<file path="config.mk">
export PLATFORM = sky130hd
export DESIGN_NAME = button_debounce_longpress_repeat_top
export DESIGN_NICKNAME = d
export VERILOG_FILES = /design/src/rtl/bdlr_pkg.sv /design/src/rtl/bdlr_cfg.sv /design/src/rtl/bdlr_engine.sv /design/src/rtl/button_debounce_longpress_repeat_top.sv
export SDC_FILE = /design/constraint.sdc
export NUM_CORES = 2
export LEC_CHECK = 0
export ABC_AREA = 0
export BUFFER_PORTS_ARGS = -buffer_cell sky130_fd_sc_hd__buf_4
export CORE_ASPECT_RATIO = 0.9
export CORE_MARGIN = 8
export CORE_UTILIZATION = 37
export CTS_CLUSTER_SIZE = 16
export DETAILED_ROUTE_END_ITERATION = 8
export GPL_ROUTABILITY_DRIVEN = 0
export SLEW_MARGIN = 15
export SYNTH_ARGS = -nofsm -noshare
export SYNTH_HDL_FRONTEND = slang
export SYNTH_SLANG_ARGS = --single-unit
export TNS_END_PERCENT = 10
</file>
<file path="constraint.sdc">
create_clock -name clk -period 9.4 [get_ports clk]
set_input_delay 1.88 -clock clk [delete_from_list [all_inputs] [get_ports clk]]
set_output_delay 1.88 -clock clk [all_outputs]
set_load 0.005 [all_outputs]
</file>
<file path="src/rtl/bdlr_pkg.sv">
// ----------------------------------------------------------------------------
// bdlr_pkg
// Shared types and constants for the multiplexed button debouncer with
// long-press and auto-repeat events.
// ----------------------------------------------------------------------------
package bdlr_pkg;

    localparam int NUM_BUTTONS_DEF = 6;

    localparam int CMD_W    = 2;
    localparam int BTN_W    = 3;
    localparam int TIME_W   = 32;
    localparam int MS_W     = 16;
    localparam int EV_W     = 3;
    localparam int CFG_IDX_W = 3;
    localparam int CFG_DATA_W = 16;

    typedef enum logic [CMD_W-1:0] {
        CMD_POLL        = 2'd0,
        CMD_RESET_TRACK = 2'd1,
        CMD_STAMP       = 2'd2
    } cmd_t;

    typedef enum logic [EV_W-1:0] {
        EV_NONE    = 3'd0,
        EV_PRESS   = 3'd1,
        EV_RELEASE = 3'd2,
        EV_LONG    = 3'd3,
        EV_REPEAT  = 3'd4
    } ev_t;

    typedef enum logic [CFG_IDX_W-1:0] {
        REG_DEBOUNCE     = 3'd0,
        REG_LONG_PRESS   = 3'd1,
        REG_REPEAT_DELAY = 3'd2,
        REG_REPEAT_PERIOD = 3'd3,
        REG_LONG_BUTTON  = 3'd4
    } cfg_reg_t;

    localparam logic [MS_W-1:0]  DEBOUNCE_RST      = 16'd20;
    localparam logic [MS_W-1:0]  LONG_PRESS_RST    = 16'd1000;
    localparam logic [MS_W-1:0]  REPEAT_DELAY_RST  = 16'd500;
    localparam logic [MS_W-1:0]  REPEAT_PERIOD_RST = 16'd100;
    localparam logic [BTN_W-1:0] LONG_BUTTON_RST   = 3'd5;

    typedef struct packed {
        logic [MS_W-1:0]  debounce_ms;
        logic [MS_W-1:0]  long_press_ms;
        logic [MS_W-1:0]  repeat_delay_ms;
        logic [MS_W-1:0]  repeat_period_ms;
        logic [BTN_W-1:0] long_press_button;
    } cfg_t;

    typedef struct packed {
        logic [CMD_W-1:0]  command;
        logic [BTN_W-1:0]  button;
        logic              raw_pressed;
        logic [TIME_W-1:0] now_ms;
    } item_t;

    typedef struct packed {
        logic [EV_W-1:0]   event_res;
        logic              is_pressed;
        logic              any_pressed;
        logic [TIME_W-1:0] last_activity;
    } result_t;

    // Per-button tracking entry
    typedef struct packed {
        logic              prev_raw;
        logic              debounced;
        logic [TIME_W-1:0] change_time;
        logic [TIME_W-1:0] press_start;
        logic              long_marked;
        logic              repeat_active;
        logic [TIME_W-1:0] repeat_time;
    } entry_t;

endpackage

</file>
<file path="src/rtl/bdlr_cfg.sv">
// ----------------------------------------------------------------------------
// bdlr_cfg
// Configuration register file; writes to unknown indexes are dropped.
// ----------------------------------------------------------------------------
module bdlr_cfg (
    input  logic                               clk,
    input  logic                               rst_n,
    input  logic                               wr_en,
    input  logic [bdlr_pkg::CFG_IDX_W-1:0]     wr_index,
    input  logic [bdlr_pkg::CFG_DATA_W-1:0]    wr_data,
    output bdlr_pkg::cfg_t                     cfg
);

    bdlr_pkg::cfg_t cfg_reg;
    bdlr_pkg::cfg_t cfg_next;

    always_comb
    begin
        cfg_next = cfg_reg;
        if (wr_en)
        begin
            case (bdlr_pkg::cfg_reg_t'(wr_index))
                bdlr_pkg::REG_DEBOUNCE:      cfg_next.debounce_ms      = wr_data;
                bdlr_pkg::REG_LONG_PRESS:    cfg_next.long_press_ms    = wr_data;
                bdlr_pkg::REG_REPEAT_DELAY:  cfg_next.repeat_delay_ms  = wr_data;
                bdlr_pkg::REG_REPEAT_PERIOD: cfg_next.repeat_period_ms = wr_data;
                bdlr_pkg::REG_LONG_BUTTON:
                    cfg_next.long_press_button = wr_data[bdlr_pkg::BTN_W-1:0];
                default: ;
            endcase
        end
    end

    always_ff @(posedge clk or negedge rst_n)
    begin
        if (!rst_n)
        begin
            cfg_reg.debounce_ms       <= bdlr_pkg::DEBOUNCE_RST;
            cfg_reg.long_press_ms     <= bdlr_pkg::LONG_PRESS_RST;
            cfg_reg.repeat_delay_ms   <= bdlr_pkg::REPEAT_DELAY_RST;
            cfg_reg.repeat_period_ms  <= bdlr_pkg::REPEAT_PERIOD_RST;
            cfg_reg.long_press_button <= bdlr_pkg::LONG_BUTTON_RST;
        end
        else
        begin
            cfg_reg <= cfg_next;
        end
    end

    assign cfg = cfg_reg;

endmodule

</file>
<file path="src/rtl/bdlr_engine.sv">
// ----------------------------------------------------------------------------
// bdlr_engine
// Per-button tracking state and the single-pass step logic for one item.
// ----------------------------------------------------------------------------
module bdlr_engine #(
    parameter int NUM_BUTTONS = bdlr_pkg::NUM_BUTTONS_DEF
) (
    input  logic               clk,
    input  logic               rst_n,
    input  logic               step_go,
    input  bdlr_pkg::item_t    item,
    input  bdlr_pkg::cfg_t     cfg,
    output bdlr_pkg::result_t  result
);

    localparam int IDX_W = (NUM_BUTTONS > 1) ? $clog2(NUM_BUTTONS) : 1;

    bdlr_pkg::entry_t                  btn_reg [NUM_BUTTONS];
    logic [bdlr_pkg::TIME_W-1:0]       activity_reg;
    logic [bdlr_pkg::TIME_W-1:0]       activity_next;

    logic                              sel_valid;
    logic [IDX_W-1:0]                  sel;
    bdlr_pkg::cmd_t                    cmd;
    bdlr_pkg::entry_t                  cur;
    bdlr_pkg::entry_t                  upd;
    logic                              wr;
    logic                              long_ev;
    bdlr_pkg::ev_t                     ev;
    logic [bdlr_pkg::TIME_W-1:0]       now;
    logic [bdlr_pkg::TIME_W-1:0]       ct_new;
    logic [bdlr_pkg::TIME_W-1:0]       d_change;
    logic [bdlr_pkg::TIME_W-1:0]       d_press;
    logic [bdlr_pkg::TIME_W-1:0]       d_repeat;
    logic [NUM_BUTTONS-1:0]            deb_next;

    assign cmd       = bdlr_pkg::cmd_t'(item.command);
    assign now       = item.now_ms;
    assign sel_valid = (32'(item.button) < NUM_BUTTONS);
    assign sel       = IDX_W'(item.button);
    assign cur       = sel_valid ? btn_reg[sel] : '0;
    assign ct_new    = (item.raw_pressed != cur.prev_raw) ? now : cur.change_time;
    assign d_change  = now - ct_new;
    assign d_press   = now - cur.press_start;
    assign d_repeat  = now - cur.repeat_time;

    always_comb
    begin
        upd           = cur;
        wr            = 1'b0;
        long_ev       = 1'b0;
        ev            = bdlr_pkg::EV_NONE;
        activity_next = activity_reg;
        case (cmd)
            bdlr_pkg::CMD_POLL:
            begin
                if (sel_valid)
                begin
                    wr              = 1'b1;
                    upd.prev_raw    = item.raw_pressed;
                    upd.change_time = ct_new;
                    if (d_change < 32'(cfg.debounce_ms))
                    begin
                        ev = bdlr_pkg::EV_NONE;   // still bouncing
                    end
                    else if (item.raw_pressed != cur.debounced)
                    begin
                        upd.debounced     = item.raw_pressed;
                        upd.repeat_active = 1'b0;
                        if (item.raw_pressed)
                        begin
                            upd.press_start = now;
                            upd.long_marked = 1'b0;
                            activity_next   = now;
                            ev              = bdlr_pkg::EV_PRESS;
                        end
                        else
                        begin
                            upd.press_start = '0;
                            ev              = bdlr_pkg::EV_RELEASE;
                        end
                    end
                    else if (cur.debounced)
                    begin
                        if (!cur.long_marked && d_press >= 32'(cfg.long_press_ms))
                        begin
                            upd.long_marked = 1'b1;
                            if (item.button == cfg.long_press_button)
                            begin
                                activity_next = now;
                                ev            = bdlr_pkg::EV_LONG;
                                long_ev       = 1'b1;
                            end
                        end
                        // other buttons fall through to the repeat checks
                        if (!long_ev)
                        begin
                            if (!cur.repeat_active)
                            begin
                                if (d_press >= 32'(cfg.repeat_delay_ms))
                                begin
                                    upd.repeat_active = 1'b1;
                                    upd.repeat_time   = now;
                                    activity_next     = now;
                                    ev                = bdlr_pkg::EV_REPEAT;
                                end
                            end
                            else if (d_repeat >= 32'(cfg.repeat_period_ms))
                            begin
                                upd.repeat_time = now;
                                activity_next   = now;
                                ev              = bdlr_pkg::EV_REPEAT;
                            end
                        end
                    end
                end
            end
            bdlr_pkg::CMD_STAMP:
            begin
                activity_next = now;
            end
            default: ;
        endcase
    end

    always_comb
    begin
        for (int i = 0; i < NUM_BUTTONS; i++)
        begin
            deb_next[i] = (wr && (sel == IDX_W'(i))) ? upd.debounced
                                                     : btn_reg[i].debounced;
        end
    end

    assign result.event_res     = ev;
    assign result.is_pressed    = sel_valid && upd.debounced;
    assign result.any_pressed   = |deb_next;
    assign result.last_activity = activity_next;

    always_ff @(posedge clk or negedge rst_n)
    begin
        if (!rst_n)
        begin
            for (int i = 0; i < NUM_BUTTONS; i++)
            begin
                btn_reg[i] <= '0;
            end
            activity_reg <= '0;
        end
        else if (step_go)
        begin
            activity_reg <= activity_next;
            if (cmd == bdlr_pkg::CMD_RESET_TRACK)
            begin
                for (int i = 0; i < NUM_BUTTONS; i++)
                begin
                    btn_reg[i].press_start   <= '0;
                    btn_reg[i].long_marked   <= 1'b0;
                    btn_reg[i].repeat_active <= 1'b0;
                end
            end
            else if (wr)
            begin
                btn_reg[sel] <= upd;
            end
        end
    end

endmodule

</file>
<file path="src/rtl/button_debounce_longpress_repeat_top.sv">
// ----------------------------------------------------------------------------
// button_debounce_longpress_repeat_top
// Multiplexed button debouncer reporting press, release, long press and
// auto-repeat events, one command item in and one result item out.
// ----------------------------------------------------------------------------
// Result path: each item passes the input register, then the result register,
//   and waits in the input register while the result slot is stalled.
// Throughput: one item per cycle when the result side does not stall; state
//   read-modify-write per button completes in the step, so back-to-back polls see fresh state.
// Reset: all buttons released, all times zero, registers at their defaults.
// ----------------------------------------------------------------------------
module button_debounce_longpress_repeat_top #(
    parameter int NUM_BUTTONS = bdlr_pkg::NUM_BUTTONS_DEF
) (
    input  logic                              clk,
    input  logic                              rst_n,
    // input channel
    input  logic                              in_valid,
    output logic                              in_ready,
    input  logic [bdlr_pkg::CMD_W-1:0]        command,
    input  logic [bdlr_pkg::BTN_W-1:0]        button,
    input  logic                              raw_pressed,
    input  logic [bdlr_pkg::TIME_W-1:0]       now_ms,
    // result channel
    output logic                              out_valid,
    input  logic                              out_ready,
    output logic [bdlr_pkg::EV_W-1:0]         event_res,
    output logic                              is_pressed,
    output logic                              any_pressed,
    output logic [bdlr_pkg::TIME_W-1:0]       last_activity,
    // configuration write channel
    input  logic                              cfg_valid,
    output logic                              cfg_ready,
    input  logic [bdlr_pkg::CFG_IDX_W-1:0]    cfg_index,
    input  logic [bdlr_pkg::CFG_DATA_W-1:0]   cfg_data
);

    bdlr_pkg::cfg_t     cfg;
    bdlr_pkg::item_t    item_reg;
    bdlr_pkg::result_t  res_reg;
    bdlr_pkg::result_t  res_next;
    logic               in_valid_reg;
    logic               out_valid_reg;
    logic               advance;
    logic               step_go;

    // Config writes are always taken; the register file only changes on
    // known indexes.
    assign cfg_ready = 1'b1;

    bdlr_cfg u_cfg (
        .clk      (clk),
        .rst_n    (rst_n),
        .wr_en    (cfg_valid && cfg_ready),
        .wr_index (cfg_index),
        .wr_data  (cfg_data),
        .cfg      (cfg)
    );

    // The item in the input register moves to the result register whenever
    // the result slot is empty or being drained this cycle. State updates
    // happen at that same edge, so the next item always sees them.
    assign advance  = !out_valid_reg || out_ready;
    assign step_go  = in_valid_reg && advance;
    assign in_ready = !in_valid_reg || advance;

    always_ff @(posedge clk or negedge rst_n)
    begin
        if (!rst_n)
        begin
            in_valid_reg <= 1'b0;
        end
        else if (in_ready)
        begin
            in_valid_reg <= in_valid;
        end
    end

    // payload needs no reset
    always_ff @(posedge clk)
    begin
        if (in_valid && in_ready)
        begin
            item_reg.command     <= command;
            item_reg.button      <= button;
            item_reg.raw_pressed <= raw_pressed;
            item_reg.now_ms      <= now_ms;
        end
    end

    bdlr_engine #(
        .NUM_BUTTONS (NUM_BUTTONS)
    ) u_engine (
        .clk     (clk),
        .rst_n   (rst_n),
        .step_go (step_go),
        .item    (item_reg),
        .cfg     (cfg),
        .result  (res_next)
    );

    always_ff @(posedge clk or negedge rst_n)
    begin
        if (!rst_n)
        begin
            out_valid_reg <= 1'b0;
        end
        else if (advance)
        begin
            out_valid_reg <= in_valid_reg;
        end
    end

    always_ff @(posedge clk)
    begin
        if (step_go)
        begin
            res_reg <= res_next;
        end
    end

    assign out_valid     = out_valid_reg;
    assign event_res     = res_reg.event_res;
    assign is_pressed    = res_reg.is_pressed;
    assign any_pressed   = res_reg.any_pressed;
    assign last_activity = res_reg.last_activity;

    // ------------------------------------------------------------------
    // Assertions
    // ------------------------------------------------------------------

    // An empty result slot never blocks the input side.
    a_ready_when_empty: assert property (@(posedge clk) disable iff (!rst_n)
        !out_valid_reg |-> in_ready)
        else $error("input stalled while result slot empty");

    // Press, long press and repeat only come from a pressed button.
    a_press_level: assert property (@(posedge clk) disable iff (!rst_n)
        (out_valid && (event_res == bdlr_pkg::EV_PRESS ||
                       event_res == bdlr_pkg::EV_LONG ||
                       event_res == bdlr_pkg::EV_REPEAT))
        |-> (is_pressed && any_pressed))
        else $error("press-type event on a released button");

    // A release leaves the addressed button released.
    a_release_level: assert property (@(posedge clk) disable iff (!rst_n)
        (out_valid && event_res == bdlr_pkg::EV_RELEASE) |-> !is_pressed)
        else $error("release event with button still pressed");

    // Activity time follows now_ms on a press.
    a_press_stamp: assert property (@(posedge clk) disable iff (!rst_n)
        step_go && (res_next.event_res == bdlr_pkg::EV_PRESS)
        |-> (res_next.last_activity == item_reg.now_ms))
        else $error("press did not stamp activity time");

endmodule
</file>
==> metrics.txt <==
sequential area share after synthesis 0.447; Synth area leader dfrtp_1; Setup TNS Final 0 ns; num ports 102; Setup Viol. Count Final 0; Primary FF master, synth dfrtp_1; Layout area overhead 11.5%; Avg Inst Size Synth 9.09 µm²; Hold WS 0.473 ns; Worst Hold End u_engine.btn_reg[272]; total wire length 149 mm; EDFF count, synth 75; pwr/cell area 177 mW/mm²; die area 0.131 mm²; Remaining DRCs 0; clk_lat worst skew 0.66 ns; status complete, no violations; hold depth 2; Net Count, Synth 5103; nets@finish 4965; Critical Path AT 8.76 ns; fin. max-slew vios 0; Synth top area share 0.385; Final ANT Viol Nets 0; top cells by area, synth dfrtp_1 (38%), o21ai_0 (8.3%), nand2_1 (5.4%); reg-to-reg startpoint item_reg[33]; CTS Buf Count 89; clk buf depth 3; CP Data Required Time 9.79 ns; DR WL met3 13.2 mm; RSZ-0062 raised after global routing false; VDD IR-drop max 0.142 mV; clk slew on worst S/H paths 0.06 ns; Seq cells post-synth 776; routed wl met2 64.0 mm; Post-Synthesis Cells 4880; largest net degree at the start of global routing 205; Synthesis Warnings 0; final hold vios 0; CP dominant cell by count a21oi_1; hold buffers post-CTS 0; Hold Startpoint u_engine.btn_reg[272]; most common library cells after synthesis o21ai_0 (736), dfrtp_1 (682), nand2_1 (636); R2R depth 25; most frequent cell after synthesis o21ai_0; core area 0.119 mm²; grt total ovfl 0; layout cells sized above 1 0.114; Crit path max-delay family compound AO/OA/AOI/OAI gates; Die Wd 381 µm; DR top layer met5; async set or reset register ratio after synthesis 0.903; drt first pass iters 6; routed vias/inst 5.93; Crit Path Category reg2reg; critical path fanouts, max 70; met1 wire length 65.9 mm; CTS-repair resized insts 0; initial antenna violation count 4; crit-path max cell delay 0.89 ns; Max-slew headroom 0.229; CTS Sinks 776; Largest register FFs 600; Tcrit/Tclk final 0.890; die height 345 µm; GRT Total Usage 0.221; Clock Skew 0.0248 ns; Cell variety after synth 94; CP Buf/Inv Count 2; Setup crit start kind flip-flop; Max Cap Viol 0; worst hold-check path type reg2reg; worst-margin pin slew 1.16 ns; Vias 37900; Clock Tree Root clkbuf_16; Cell Rows 120; initial cell density of the core 0.373; H-tree depth 3; DPL Wire Length 89.0 mm; FMAX 120 MHz; # Post-CTS Setup Buffers 0; WL/cell 23.2 µm; Worst setup EP type flip-flop; fin crit period 8.37 ns; Reg2Reg Setup Slack 1.03 ns; CTS tree yes; Fill cells 11600; Pleak 20.9 nW; 1st-iter DRT viols 4083; synthesized area 0.0444 mm²; FF-to-FF End last_activity[29]; Worst path slowest cell nor4_2; vias in the first global route 36600; Port Buf Inserts 100; first-pass GRT wire length 230 mm
-- cells in the final DEF (no fill, tap or decap), drive strengths merged, types with 13 or more instances in the layout --
cell type / n
a211oi: 22
a21o: 38
a21oi: 242
a31oi: 36
and2: 14
and3: 14
buf: 196
clkbuf: 134
clkinv: 13
dfrtp: 682
dfstp: 19
edfxtp: 75
ha: 158
inv: 96
mux2: 63
mux2i: 138
mux4: 100
nand2: 636
nand2b: 23
nand3: 425
nand4: 210
nor2: 356
nor3: 27
nor4: 16
o211ai: 22
o21a: 23
o21ai: 743
o22ai: 33
o31ai: 21
xnor2: 36
xor2: 26
-- area by class of cell --
cell class / instances / area, µm² / area share
clock buffers: 134 / 2680 / 0.0542
inverters: 92 / 348 / 0.00703
repair buffers: 196 / 1700 / 0.0344
multi-input cells: 3587 / 22700 / 0.458
clock inverters: 27 / 288 / 0.00581
well taps: 1586 / 1980 / 0.0401
flip-flops and latches: 776 / 19800 / 0.400
diodes: 2 / 5.00 / 0.000101
-- metrics by stage --
| step | cell area, µm² | utilization | power, W | worst slack (ns) | instances |
|---|---|---|---|---|---|
| detailed placement | 46500 | 0.391 | 0.00527 | 1.17 | 6237 |
| finish | 49500 | 0.416 | 0.00878 | 1.03 | 6400 |
| global placement | 46500 | 0.391 | 0.00526 | 1.25 | 6237 |
| floorplan | 44400 | - | 0.00471 | 2.03 | 4880 |
| global route | 49500 | 0.416 | 0.00914 | 0.620 | 6398 |
| CTS | 49500 | 0.416 | 0.00884 | 1.09 | 6398 |
-- report_power, final --
group          switching (W)  total (W)  internal (W)
Sequential          0.000103    0.00370       0.00360
Clock                0.00143    0.00354       0.00210
Combinational        0.00101    0.00154      0.000531
-- kinds of logic after synthesis --
| family | Yosys count | synth area share |
|---|---|---|
| buf+inv | 517 | 0.0465 |
| simple gates | 1762 | 0.182 |
| mux | 301 | 0.0979 |
| fa+ha+maj | 161 | 0.0459 |
| compound gates | 1300 | 0.169 |
| other cells | 1 | 0.0000845 |
| xor+xnor | 62 | 0.0122 |
| flops | 776 | 0.447 |
-- metal layers --
layer / vias up / global-route usage
met3: 276 / 0.0477
met4: 2 / 0.0862
met1: 18700 / 0.312
met5: - / 0
li1: 17400 / -
met2: 1612 / 0.331
-- worst max-delay path by stage --
stage          slack (ns)                 to          from  cells after the start
2_1_floorplan        2.03  last_activity[10]  item_reg[33]                     31
3_3_place_gp         1.25  last_activity[31]  item_reg[33]                     25
3_5_place_dp         1.17  last_activity[26]  item_reg[33]                     25
4_1_cts              1.09  last_activity[26]  item_reg[33]                     25
5_1_grt              0.62  last_activity[28]  item_reg[33]                     25
6_report             1.03  last_activity[29]  item_reg[33]                     25
-- worst reg2reg max path: cells and delay by family, from the launching register on --
family / cells / cell delay [ns]
XOR/XNOR: 1 / 0.15
multiplexers: 2 / 1.04
buffers and inverters: 2 / 0.83
adder cells (fa/ha/maj): 2 / 0.71
AND/OR/NAND/NOR: 8 / 1.99
flip-flops: 1 / 0.52
AO/OA/AOI/OAI: 10 / 2.86
Note: power is estimated with default switching activity, not from simulation.
